--- src/sv/ptds_pkg.sv ---
// package for the periodic task dispatch scheduler
// holds request and result codes, sequencer states and table constants
package ptds_pkg;

  localparam int MaxTasks   = 16;
  localparam int SlotW      = 4;
  localparam int PeriodW    = 26;
  localparam int TickW      = 20;
  localparam int PmsW       = 16;
  localparam int ProdW      = 26;
  localparam int MsToUs     = 1000;

  typedef enum logic [2:0] {
    REQ_ADD     = 3'd0,
    REQ_REMOVE  = 3'd1,
    REQ_SUSPEND = 3'd2,
    REQ_RESUME  = 3'd3,
    REQ_PERIOD  = 3'd4,
    REQ_SCAN    = 3'd5,
    REQ_RSVD6   = 3'd6,
    REQ_RSVD7   = 3'd7
  } req_t;

  typedef enum logic [1:0] {
    KIND_ACK      = 2'd0,
    KIND_DISPATCH = 2'd1,
    KIND_DONE     = 2'd2,
    KIND_ERROR    = 2'd3
  } kind_t;

  typedef enum logic [2:0] {
    ST_IDLE,
    ST_DIV,
    ST_SCAN_RD,
    ST_SCAN_EV,
    ST_OUT
  } state_t;

  localparam logic [0:0] CfgTick   = 1'b0;
  localparam logic [0:0] CfgEnable = 1'b1;

  // divider control
  typedef struct packed {
    logic start;
    logic [ProdW-1:0] dividend;
    logic [TickW-1:0] divisor;
  } div_req_t;

  typedef struct packed {
    logic done;
    logic [ProdW-1:0] quot;
  } div_rsp_t;

endpackage

--- src/sv/ptds_ram.sv ---
// generic single port ram with registered read
// no package dependency
module ptds_ram #(
  parameter int Width = 32,
  parameter int Depth = 16
) (
  input  logic                     clk,
  input  logic                     we,
  input  logic [$clog2(Depth)-1:0] addr,
  input  logic [Width-1:0]         wdata,
  output logic [Width-1:0]         rdata
);

  logic [Width-1:0] mem [Depth];

  // registered read, returns the old word on a write
  always_ff @(posedge clk) begin
    if (we) begin
      mem[addr] <= wdata;
    end
    rdata <= mem[addr];
  end

endmodule

--- src/sv/ptds_div.sv ---
// restoring serial divider, one quotient bit per cycle
// depends on ptds_pkg
module ptds_div (
  input  logic                clk,
  input  logic                rst,
  input  ptds_pkg::div_req_t  req,
  output ptds_pkg::div_rsp_t  rsp
);
  import ptds_pkg::*;

  localparam int CntW = $clog2(ProdW + 1);

  logic [TickW:0]   rem;
  logic [ProdW-1:0] quo;
  logic [TickW-1:0] dvs;
  logic [CntW-1:0]  cnt;
  logic             busy;
  logic             done;
  logic [TickW:0]   shifted;
  logic [TickW:0]   diff;

  assign shifted = {rem[TickW-1:0], quo[ProdW-1]};
  assign diff    = shifted - {1'b0, dvs};

  // shift, trial subtract
  always_ff @(posedge clk) begin
    if (rst) begin
      busy <= 1'b0;
      done <= 1'b0;
      cnt  <= '0;
    end else begin
      done <= 1'b0;
      if (req.start) begin
        busy <= 1'b1;
        rem  <= '0;
        quo  <= req.dividend;
        dvs  <= req.divisor;
        cnt  <= CntW'(ProdW);
      end else if (busy) begin
        if (!diff[TickW]) begin
          rem <= diff;
          quo <= {quo[ProdW-2:0], 1'b1};
        end else begin
          rem <= shifted;
          quo <= {quo[ProdW-2:0], 1'b0};
        end
        cnt <= cnt - 1'b1;
        if (cnt == CntW'(1)) begin
          busy <= 1'b0;
          done <= 1'b1;
        end
      end
    end
  end

  assign rsp = '{done: done, quot: quo};

endmodule

--- src/sv/periodic_task_dispatch_scheduler.sv ---
// periodic task dispatch scheduler: table of 16 periodic tasks
// add/remove/suspend/resume: the result word goes via ST_OUT to the output register;
// set period on a valid slot with nonzero tick first runs the 26-step serial divider;
// scan reads then evaluates each slot, plus ST_OUT per dispatch and any output wait
// one request at a time; ready returns once the final word is in the output register
// reset: synchronous, clears valid/suspended flags and config to defaults
module periodic_task_dispatch_scheduler (
  input  logic         clk,
  input  logic         rst,
  input  logic         cfg_we,
  input  logic [0:0]   cfg_index,
  input  logic [19:0]  cfg_data,
  input  logic         s_tvalid,
  output logic         s_tready,
  // req_type[2:0]
  input  logic [2:0]   s_tuser,
  // task_slot[3:0], func_id[35:4], arg_first[67:36], arg_second[99:68],
  // period_ms[115:100], now_tick[147:116], zero pad
  input  logic [151:0] s_tdata,
  output logic         m_tvalid,
  input  logic         m_tready,
  // result_kind[1:0]
  output logic [1:0]   m_tuser,
  // out_slot[3:0], out_func_id[35:4], out_arg_first[67:36],
  // out_arg_second[99:68], late_ticks[131:100], zero pad
  output logic [135:0] m_tdata,
  output logic         m_tlast
);
  import ptds_pkg::*;

  // configuration
  logic [TickW-1:0] tick_us;
  logic             tick_enabled;

  always_ff @(posedge clk) begin
    if (rst) begin
      tick_us      <= TickW'(1000);
      tick_enabled <= 1'b1;
    end else if (cfg_we) begin
      unique case (cfg_index)
        CfgTick:   tick_us      <= cfg_data;
        CfgEnable: tick_enabled <= cfg_data[0];
        default: ;
      endcase
    end
  end

  // request fields
  logic [2:0]       in_req;
  logic [SlotW-1:0] in_slot;
  logic [31:0]      in_fn, in_a0, in_a1, in_now;
  logic [PmsW-1:0]  in_pms;
  assign in_req  = s_tuser;
  assign in_slot = s_tdata[3:0];
  assign in_fn   = s_tdata[35:4];
  assign in_a0   = s_tdata[67:36];
  assign in_a1   = s_tdata[99:68];
  assign in_pms  = s_tdata[115:100];
  assign in_now  = s_tdata[147:116];

  state_t state, state_next;
  logic [MaxTasks-1:0] valid, susp;
  logic [SlotW-1:0] r_slot, scan_idx;
  logic [31:0] r_now;
  logic        last_slot;
  logic        out_full;
  logic        accept;

  // pending result word, launched into the output register in ST_OUT
  kind_t        pend_kind, pend_kind_next;
  logic [135:0] pend_data, pend_data_next;
  logic         pend_last, pend_last_next;

  assign accept = s_tvalid && s_tready;
  assign s_tready = (state == ST_IDLE);
  assign last_slot = (scan_idx == SlotW'(MaxTasks - 1));

  // table memories
  logic         ram_we_fn, ram_we_per, ram_we_last;
  logic [SlotW-1:0] ram_addr;
  logic [31:0]  rd_fn, rd_a0, rd_a1, rd_last, wr_last;
  logic [PeriodW-1:0] rd_per, wr_per;

  ptds_ram #(.Width(32), .Depth(MaxTasks)) u_fn (
    .clk(clk), .we(ram_we_fn), .addr(ram_addr), .wdata(in_fn), .rdata(rd_fn));
  ptds_ram #(.Width(32), .Depth(MaxTasks)) u_a0 (
    .clk(clk), .we(ram_we_fn), .addr(ram_addr), .wdata(in_a0), .rdata(rd_a0));
  ptds_ram #(.Width(32), .Depth(MaxTasks)) u_a1 (
    .clk(clk), .we(ram_we_fn), .addr(ram_addr), .wdata(in_a1), .rdata(rd_a1));
  ptds_ram #(.Width(PeriodW), .Depth(MaxTasks)) u_per (
    .clk(clk), .we(ram_we_per), .addr(ram_addr), .wdata(wr_per), .rdata(rd_per));
  ptds_ram #(.Width(32), .Depth(MaxTasks)) u_last (
    .clk(clk), .we(ram_we_last), .addr(ram_addr), .wdata(wr_last),
    .rdata(rd_last));

  // lowest free slot
  logic             has_free;
  logic [SlotW-1:0] free_idx;
  always_comb begin
    has_free = 1'b0;
    free_idx = '0;
    for (int i = MaxTasks - 1; i >= 0; i--) begin
      if (!valid[i]) begin
        has_free = 1'b1;
        free_idx = SlotW'(i);
      end
    end
  end

  // divider
  div_req_t dreq;
  div_rsp_t drsp;
  logic [ProdW-1:0] prod;
  assign prod = ProdW'(in_pms) * ProdW'(MsToUs);
  assign dreq.start    = accept && in_req == REQ_PERIOD && tick_us != '0
                         && valid[in_slot];
  assign dreq.dividend = prod;
  assign dreq.divisor  = tick_us;

  ptds_div u_div (.clk(clk), .rst(rst), .req(dreq), .rsp(drsp));

  // scan evaluation
  logic [31:0] invl;
  logic        periodic, due, live;
  assign invl     = r_now - rd_last;
  assign periodic = tick_enabled && rd_per != '0;
  assign due      = !periodic || invl >= {6'd0, rd_per};
  assign live     = valid[scan_idx] && !susp[scan_idx];

  // memory port control
  always_comb begin
    ram_we_fn   = 1'b0;
    ram_we_per  = 1'b0;
    ram_we_last = 1'b0;
    ram_addr    = scan_idx;
    wr_per      = '0;
    wr_last     = '0;
    if (state == ST_IDLE && accept && in_req == REQ_ADD && in_fn != '0 && has_free)
    begin
      ram_we_fn = 1'b1; ram_we_per = 1'b1; ram_we_last = 1'b1;
      ram_addr = free_idx;
    end else if (state == ST_IDLE && accept && in_req == REQ_PERIOD &&
                 valid[in_slot] && tick_us == '0) begin
      ram_we_per = 1'b1; ram_addr = in_slot; wr_per = '1;
    end else if (state == ST_DIV) begin
      ram_addr = r_slot; ram_we_per = drsp.done; wr_per = drsp.quot;
    end else if (state == ST_SCAN_EV) begin
      ram_we_last = live && periodic && due;
      wr_last = r_now;
    end
  end

  // next state
  always_comb begin
    state_next = state;
    unique case (state)
      ST_IDLE: begin
        if (accept) begin
          if (in_req == REQ_SCAN) state_next = ST_SCAN_RD;
          else if (dreq.start) state_next = ST_DIV;
          else state_next = ST_OUT;
        end
      end
      ST_DIV:     if (drsp.done) state_next = ST_OUT;
      ST_SCAN_RD: state_next = ST_SCAN_EV;
      ST_SCAN_EV: begin
        if (live && due) state_next = ST_OUT;
        else if (last_slot) state_next = ST_OUT;
        else state_next = ST_SCAN_RD;
      end
      ST_OUT: begin
        if (!out_full) state_next = pend_last ? ST_IDLE :
                                    (last_slot ? ST_OUT : ST_SCAN_RD);
      end
      default: state_next = ST_IDLE;
    endcase
  end

  // next pending word
  always_comb begin
    pend_kind_next = pend_kind;
    pend_data_next = pend_data;
    pend_last_next = pend_last;
    if (state == ST_IDLE && accept) begin
      pend_kind_next = KIND_ACK;
      pend_data_next = '0;
      pend_last_next = 1'b1;
      case (in_req) inside
        REQ_ADD: begin
          if (in_fn == '0 || !has_free) pend_kind_next = KIND_ERROR;
          else pend_data_next[3:0] = free_idx;
        end
        REQ_REMOVE, REQ_SUSPEND, REQ_RESUME, REQ_PERIOD: pend_data_next[3:0] = in_slot;
        default: ;
      endcase
    end else if (state == ST_SCAN_EV) begin
      if (live && due) begin
        pend_kind_next = KIND_DISPATCH;
        pend_data_next = {4'd0, periodic ? invl - {6'd0, rd_per} : 32'd0,
                          rd_a1, rd_a0, rd_fn, scan_idx};
        pend_last_next = 1'b0;
      end else begin
        pend_kind_next = KIND_DONE;
        pend_data_next = '0;
        pend_last_next = 1'b1;
      end
    end else if (state == ST_OUT && !out_full && !pend_last && last_slot) begin
      // dispatch of the last slot, done word follows
      pend_kind_next = KIND_DONE;
      pend_data_next = '0;
      pend_last_next = 1'b1;
    end
  end

  // state, pending word, table flags, scan pointer and output register
  always_ff @(posedge clk) begin
    if (rst) begin
      state     <= ST_IDLE;
      valid     <= '0;
      susp      <= '0;
      out_full  <= 1'b0;
      m_tlast   <= 1'b0;
      scan_idx  <= '0;
      pend_last <= 1'b0;
    end else begin
      state     <= state_next;
      pend_kind <= pend_kind_next;
      pend_data <= pend_data_next;
      pend_last <= pend_last_next;
      if (m_tvalid && m_tready) out_full <= 1'b0;
      if (state == ST_IDLE && accept) begin
        r_slot   <= in_slot;
        r_now    <= in_now;
        scan_idx <= '0;
        case (in_req)
          REQ_ADD: begin
            if (in_fn != '0 && has_free) begin
              valid[free_idx] <= 1'b1;
              susp[free_idx]  <= 1'b0;
            end
          end
          REQ_REMOVE: begin
            if (valid[in_slot]) begin
              valid[in_slot] <= 1'b0; susp[in_slot] <= 1'b0;
            end
          end
          REQ_SUSPEND: if (valid[in_slot]) susp[in_slot] <= 1'b1;
          REQ_RESUME:  if (valid[in_slot]) susp[in_slot] <= 1'b0;
          default: ;
        endcase
      end
      if (state == ST_SCAN_EV && !(live && due) && !last_slot) scan_idx <= scan_idx + 1'b1;
      if (state == ST_OUT && !out_full) begin
        m_tuser  <= pend_kind;
        m_tdata  <= pend_data;
        m_tlast  <= pend_last;
        out_full <= 1'b1;
        if (!pend_last && !last_slot) scan_idx <= scan_idx + 1'b1;
      end
    end
  end

  assign m_tvalid = out_full;

endmodule

--- config.mk ---
export PLATFORM = sky130hd
export DESIGN_NAME = periodic_task_dispatch_scheduler
export DESIGN_NICKNAME = d
export VERILOG_FILES = /design/src/sv/ptds_pkg.sv /design/src/sv/ptds_ram.sv /design/src/sv/ptds_div.sv /design/src/sv/periodic_task_dispatch_scheduler.sv
export SDC_FILE = /design/constraint.sdc
export NUM_CORES = 2
export LEC_CHECK = 0
export CAP_MARGIN = 5
export CORE_UTILIZATION = 50
export CTS_CLUSTER_DIAMETER = 100
export DETAILED_ROUTE_END_ITERATION = 8
export DONT_BUFFER_PORTS = 1
export MAX_ROUTING_LAYER = met4
export PLACE_DENSITY_LB_ADDON = 0.15
export SYNTH_ARGS = -nofsm -noshare
export SYNTH_HDL_FRONTEND = slang
export SYNTH_SLANG_ARGS = --single-unit
--- constraint.sdc ---
create_clock -name clk -period 9.6 [get_ports clk]
set_clock_uncertainty 0.05 [all_clocks]
set_input_delay 0.48 -clock clk [delete_from_list [all_inputs] [get_ports clk]]
set_output_delay 0.48 -clock clk [all_outputs]
set_load 0.01 [all_outputs]
## Word-level counts from Yosys, hierarchy flattened

Memory sizes are Yosys's and may differ from the RTL's. A register that Yosys moved wholly into a read port is not among the register bits.
Cells that the tools add are included.

- Reduce and logical (&&, ||, !) cells: 61
- Multiplexer cells: 117
- Equal/unequal tests: 18
- $lt $le $gt $ge: 6
- Bitwise operators: 10
- $mul: 1
- Add/sub/neg operators: 5

Operators with widths:

| operator | number |
|---|---|
| 136-bit 2-to-1 mux | 2 |
| 32-bit 2-to-1 mux | 5 |
| 132-bit 2-to-1 mux | 1 |
| 26-bit 2-to-1 mux | 5 |
| 4-bit 2-to-1 mux | 27 |
| 16-bit 2-to-1 mux | 5 |
| 16-bit AND | 3 |
| 16-bit case mux with 3 select lines | 1 |
| 1-bit 2-to-1 mux | 46 |
| 20-bit 2-to-1 mux | 2 |
| 32-bit by 26-bit greater-or-equal comparator with 1-bit output | 1 |
| 32-bit logical NOT | 1 |
| 16-bit NOT | 2 |
| 16-bit bitwise OR | 2 |
| 16-bit case mux with 2 select lines | 1 |
| 32-bit nonzero test | 1 |
| 32-bit by 26-bit subtractor with 32-bit output | 1 |
| 32-bit subtractor | 1 |
| 1-bit logical AND | 26 |
| 26-bit nonzero test | 1 |
| 3-bit 2-to-1 mux | 8 |
| 16-bit by 7-bit multiplier with 23-bit output, second input constant | 1 |
| 21-bit by 20-bit subtractor with 21-bit output | 1 |
| 20-bit logical NOT | 1 |
| other kinds (30) | 73 |

- Flip-flop bits (word level): 448
- Memories kept: 5
- Word-level logic and storage cells: 247
- Input bits: 181
- Bits in writable memories: 2464
- Output and inout port bits: 141

Memory list:

| name | depth | bits a word | read ports | clocked after memory_dff | write ports | line | source |
|---|---|---|---|---|---|---|---|
| u_a0.mem | 16 | 32 | 1 | 1 | 1 | ptds_ram.sv:14 | `logic [Width-1:0] mem [Depth];` |
| u_a1.mem | 16 | 32 | 1 | 1 | 1 | ptds_ram.sv:14 |  |
| u_fn.mem | 16 | 32 | 1 | 1 | 1 | ptds_ram.sv:14 |  |
| u_last.mem | 16 | 32 | 1 | 1 | 1 | ptds_ram.sv:14 |  |
| u_per.mem | 16 | 26 | 1 | 1 | 1 | ptds_ram.sv:14 |  |

## Longest topological paths before layout

- Depth in word-level cells: 24
- Mapped depth: 24
- Gate-level depth less buffers: 23

## By module

Synthesis repeated with hierarchy kept, for this count alone.

- Cell total of the unflattened synthesis: 6209
- Area, all modules: 120026.4 sq um

By module, submodules not included:

| module | cells an instance | area an instance (sq um) | sequential area each (sq um) | times used |
|---|---|---|---|---|
| ptds_ram at u_a0 ... | 840 | 19862.8 | 16015.4 | 4 |
| periodic_task_dispatch_scheduler | 1793 | 20103.0 | 10390.0 | 1 |
| ptds_ram at u_per | 686 | 16154.2 | 13012.5 | 1 |
| ptds_div | 370 | 4317.9 | 2122.0 | 1 |

## Least setup slack after synthesis

No wires, ideal clock.

- Path kind: register to register
- Start: register state[1]
- End: register pend_data[0] (enable)
- Required time: 8.843 ns
- Stages on the path, launching flop included: 4
- Library setup time: 0.707 ns
- Setup slack: 0.771 ns
- Arrival time: 8.072 ns
- Clock period less this slack: 8.829 ns
- Buffers on the path: 1
- Cell sequence: dfxtp_1 -> clkbuf_1 -> nand3_1 -> a31oi_1

- Cells in the longest elaborated chain, start to end: 6
- Elaborated cells between the ends (all ways): 10
- Classes of those cells: eq/ne: 2; reduce/logical: 8

RTL lines:

| item | line | source |
|---|---|---|
| from (decl) | periodic_task_dispatch_scheduler.sv:61 | `state_t state, state_next;` |
| from (signal assigned) | periodic_task_dispatch_scheduler.sv:226 | `state <= state_next;` |
| 3-bit equality test | periodic_task_dispatch_scheduler.sv:207 | `end else if (state == ST_OUT && !out_full && !pend_last && last_slot) begin` |
| 1-bit logical AND (3 in series) | periodic_task_dispatch_scheduler.sv:207 |  |
| 3-bit nonzero test (no line) * | n/a |  |
| 2-bit AND reduction (no line) * | n/a |  |
| to (signal assigned) | periodic_task_dispatch_scheduler.sv:228 | `pend_data <= pend_data_next;` |
| to (decl) | periodic_task_dispatch_scheduler.sv:71 | `logic [135:0] pend_data, pend_data_next;` |

Mark *: on every way between the ends. The rest lies on a longest branch, timed or not.
A chain may end at the register's enable or synchronous reset.

## Worst setup path in the final report

- Start: register r_now[0]
- End: memory u_last.mem[10][24] (enable)

- Cells in the longest elaborated chain, start to end: 10

RTL lines:

| item | line | source |
|---|---|---|
| from (decl) | periodic_task_dispatch_scheduler.sv:64 | `logic [31:0] r_now;` |
| from (signal assigned) | periodic_task_dispatch_scheduler.sv:233 | `r_now <= in_now;` |
| 32-bit subtractor | periodic_task_dispatch_scheduler.sv:125 | `assign invl = r_now - rd_last;` |
| 32-bit by 26-bit greater-or-equal comparator with 1-bit output | periodic_task_dispatch_scheduler.sv:127 | `assign due = !periodic \|\| invl >= {6'd0, rd_per};` |
| 1-bit logical OR | periodic_task_dispatch_scheduler.sv:127 |  |
| 1-bit logical AND | periodic_task_dispatch_scheduler.sv:148 | `ram_we_last = live && periodic && due;` |
| 1-bit 2-to-1 mux | periodic_task_dispatch_scheduler.sv:147 | `end else if (state == ST_SCAN_EV) begin` |
| 1-bit 2-to-1 mux | periodic_task_dispatch_scheduler.sv:145 | `end else if (state == ST_DIV) begin` |
| 1-bit 2-to-1 mux | periodic_task_dispatch_scheduler.sv:142 | `end else if (state == ST_IDLE && accept && in_req == REQ_PERIOD &&` |
| 1-bit 2-to-1 mux | periodic_task_dispatch_scheduler.sv:138 | `if (state == ST_IDLE && accept && in_req == REQ_ADD && in_fn != '0 && has_free)` |
| 1-bit 2-to-1 mux | ptds_ram.sv:18 | `if (we) begin` |
| 1-bit 2-to-1 mux (not written as such) | ptds_ram.sv:19 | `mem[addr] <= wdata;` |
| to (decl) | ptds_ram.sv:14 |  |

Every way passes these cells.

==> flow_summary.json <==
{
  "rows": 179,
  "yosys-top-cells-count": "2834 x edfxtp_1, 1255 x mux2i_1, 634 x o22ai_1",
  "cts_buffer_depth": 4,
  "status": "finished with violations",
  "die_area_um2": 242000,
  "antenna_found_initial": 32,
  "seq_area_frac_synth_pct": 74.6,
  "hold_path.class": "primary input to flip-flop",
  "overflow": 0,
  "worst_setup_path_end_kind": "flip-flop",
  "hold_slack_ns": 0.0506,
  "die_w_um": 492,
  "grt_max_degree": 137,
  "syn-mean-instance-area_um2": 16.8,
  "initialDrtViolationCount": 6397,
  "p_sw_mw": 7.68,
  "cts_resized": 0,
  "dp_hpwl_mm": 150,
  "min_period_over_period_pct": 71.7,
  "synth_top_area_share_pct": 70.9,
  "clkTransAtPathRegs_ns": 0.06,
  "cell_internal_pwr_mw": 23.8,
  "synth_top_flop_cell": "edfxtp_1",
  "vias": 65200,
  "fin_nets": 7801,
  "syn_area_um2": 120000,
  "holdCritStartpoint": "rst",
  "synth_edf_count": 2834,
  "p_clk_share_pct": 38.4,
  "synthArstFlopShare_pct": 0,
  "rsz0062_at_grt": "no",
  "synth_top_area_cell": "edfxtp_1",
  "reg2reg_from": "r_now[0]",
  "hold_viol_final": 0,
  "power.density_nw_per_um2": 231,
  "fin_crit_ns": 6.88,
  "p_sw_share_pct": 24.4,
  "cp_data_required_time_ns": 10.07,
  "grt_pass1_vias": 63900,
  "stdcell_area_um2": 136000,
  "seq_power_share_pct": 48.2,
  "grt_pass1_wl_mm": 442,
  "core_um2": 238000,
  "drc": 24,
  "synthTopCellsByArea": "edfxtp_1 71%, mux2i_1 10%, dfxtp_1 3.7%",
  "worstPathArrival_ns": 7.35,
  "cts_buffers": 328,
  "fin_tns_setup_ns": 0,
  "final_antenna_net_count": 0,
  "first_pass_iters": 9,
  "synth_cell_types": 81,
  "gp_congestion": 0.884,
  "fmax_mhz": 145,
  "cts_tree": "done",
  "maxSlewHeadroom_pct": 14.8,
  "startpoint": "r_now[0]",
  "area_delta_synth_final_pct": 13.6,
  "slew_violations": 0,
  "grtUsageTotal_pct": 25.8,
  "avgViaCountPerCell": 5.99,
  "setup_slack_ns": 2.72,
  "cap_violations": 0,
  "portBuffers": 0,
  "critPathMaxFanout": 100,
  "worst_setup_path_start_kind": "flip-flop",
  "violations": "DRC",
  "critPathKind": "flip-flop to flip-flop",
  "cts_max_level": 5,
  "routed_wirelength_mm": 308,
  "leakage_nw": 44.5,
  "drive_above_1_share_pct": 8.34,
  "peakVddDrop_mv": 0.183,
  "utilization_pct": 57.2,
  "yosysWarnings": 0,
  "initial_core_util_pct": 50.4,
  "p_comb_share_pct": 13.4,
  "place_area_um2": 124000,
  "dpl_worst_slack_ns": 2.64,
  "wire_per_inst_um": 28.4,
  "clkLatencyLatePin_ns": 0.96,
  "root_buffer": "clkbuf_16",
  "die_y_um": 492,
  "ys_ff_latch": 3058,
  "ioPinCount": 322,
  "syn_inst": 7163,
  "synth.most_common_cell": "edfxtp_1",
  "clkSinkCount": 3058,
  "tightest_slew_ns": 1.28,
  "finalSetupViolations": 0
}
[power groups by stage]
| stage | clock [mW] | combinational [mW] | sequential [mW] |
|---|---|---|---|
| 2_1_floorplan | 0 | 3.10 | 15.3 |
| 3_5_place_dp | 0 | 4.05 | 15.4 |
| 3_3_place_gp | 0 | 4.02 | 15.4 |
| 6_report | 12.1 | 4.22 | 15.2 |
| 5_1_grt | 12.7 | 4.60 | 15.2 |
| 4_1_cts | 12.2 | 4.22 | 15.2 |
[final cells by class]
| cell class | instances | area (µm²) |
|---|---|---|
| Antenna cell | 41 | 103 |
| Clock buffer | 459 | 9180 |
| Clock inverter | 112 | 1060 |
| Fill cell | 18200 | 102000 |
| Inverter | 187 | 702 |
| Multi-Input combinational cell | 3552 | 28700 |
| Sequential cell | 3058 | 89600 |
| Tap cell | 3167 | 3960 |
| Timing Repair Buffer | 303 | 3130 |
[sequential cells by signal (all words and copies together) (netlist names), 3 cells and up]
| register | flops |
|---|---|
| r_slot | 4 |
| u_fn.rdata | 32 |
| u_a1.mem | 512 |
| u_div.rem | 20 |
| tick_us | 20 |
| state | 3 |
| susp | 16 |
| scan_idx | 4 |
| u_a0.mem | 512 |
| r_now | 32 |
| u_div.cnt | 5 |
| u_per.mem | 416 |
| u_fn.mem | 512 |
| u_a0.rdata | 32 |
| u_div.quo | 26 |
| u_a1.rdata | 32 |
| u_last.mem | 512 |
| u_per.rdata | 26 |
| m_tdata | 132 |
| u_last.rdata | 32 |
| u_div.dvs | 20 |
| pend_data | 132 |
| valid | 16 |
[timing repair]
action / 4_1_cts / 5_1_grt
hold buffers: 199 / 0
endpoints found under the setup margin: 0 / 0
setup buffers: 0 / 0
endpoints found under the hold margin: 1709 / 0
[critical path: stages (launching register included)]
cell and delay [ns]:
edfxtp_1 0.36, inv_1 0.11, ha_1 0.28, inv_1 0.09, fa_1 0.44, a211oi_2 0.31, o211ai_1 0.21, a31o_2 0.28
a21oi_1 0.19, xnor2_1 0.19, ha_1 0.42, and3_1 0.26, nand2_1 0.09, nor2_1 0.11, a211o_1 0.21, a221o_1 0.24
a21oi_1 0.13, a41o_1 0.29, a41oi_4 0.20, buf_12 0.48, nand3_1 0.14, buf_4 0.29, a21bo_2 0.34, nor2_4 0.09
buf_4 0.56
[cells in the final DEF (no fill, tap or decap), types with 18 or more instances in the layout]
cell           count
a211oi_1          27
a21o_1            35
a21oi_1          117
a31oi_1           30
and2_1            44
and3_1           110
buf_12            27
buf_4             77
bufinv_16         19
clkbuf_1          89
clkbuf_16        333
clkbuf_8          37
clkinv_1          42
clkinv_2          31
dfxtp_1          224
diode_2           41
dlygate4sd3_1    198
edfxtp_1        2834
fa_1              57
ha_1             133
inv_1            187
mux2i_1         1255
nand2_1          234
nand2b_1          20
nand3_1           54
nor2_1           130
nor2_4            51
nor2b_1           18
nor3_1            32
nor4_1            22
o21a_1            32
o21ai_0           81
o22ai_1          634
or4_1            157
xnor2_1           58
xor2_1            33
[kinds of logic after synthesis]
kind of cell    after synthesis  synth area share [%]
buf+inv                     556                  1.94
simple gates                946                  4.21
other cells                   1               0.00312
compound gates             1060                  5.64
fa+ha+maj                   190                  2.34
flops                      3058                  74.6
xor+xnor                     92                 0.671
mux                        1260                  10.6
[metal layers]
layer	routed length, µm	global-route usage [%]	vias up	part of all wire (%)
met5	0	-	-	0
met4	7950	7.14	0	2.6
met3	18800	3.66	505	6.1
met2	150000	41.6	2300	49
met1	131000	34.5	33600	43
li1	-	-	28800	-
[stage by stage]
step / total power [mW] / instances
6_report: 31.4 / 10900
2_1_floorplan: 18.4 / 7166
4_1_cts: 31.6 / 10800
3_5_place_dp: 19.5 / 10100
5_1_grt: 32.5 / 10900
3_3_place_gp: 19.5 / 10100
[path summary, 6_finish.rpt]
check	slack (ns)	cells after the start	endpoint
max	2.72	24	u_last.mem[10][24]
min	0.05	2	tick_us[6]
max reg2reg	2.72	24	u_last.mem[10][24]
min reg2reg	0.37	0	m_tdata[38]
(Power assumes the default switching activity.)
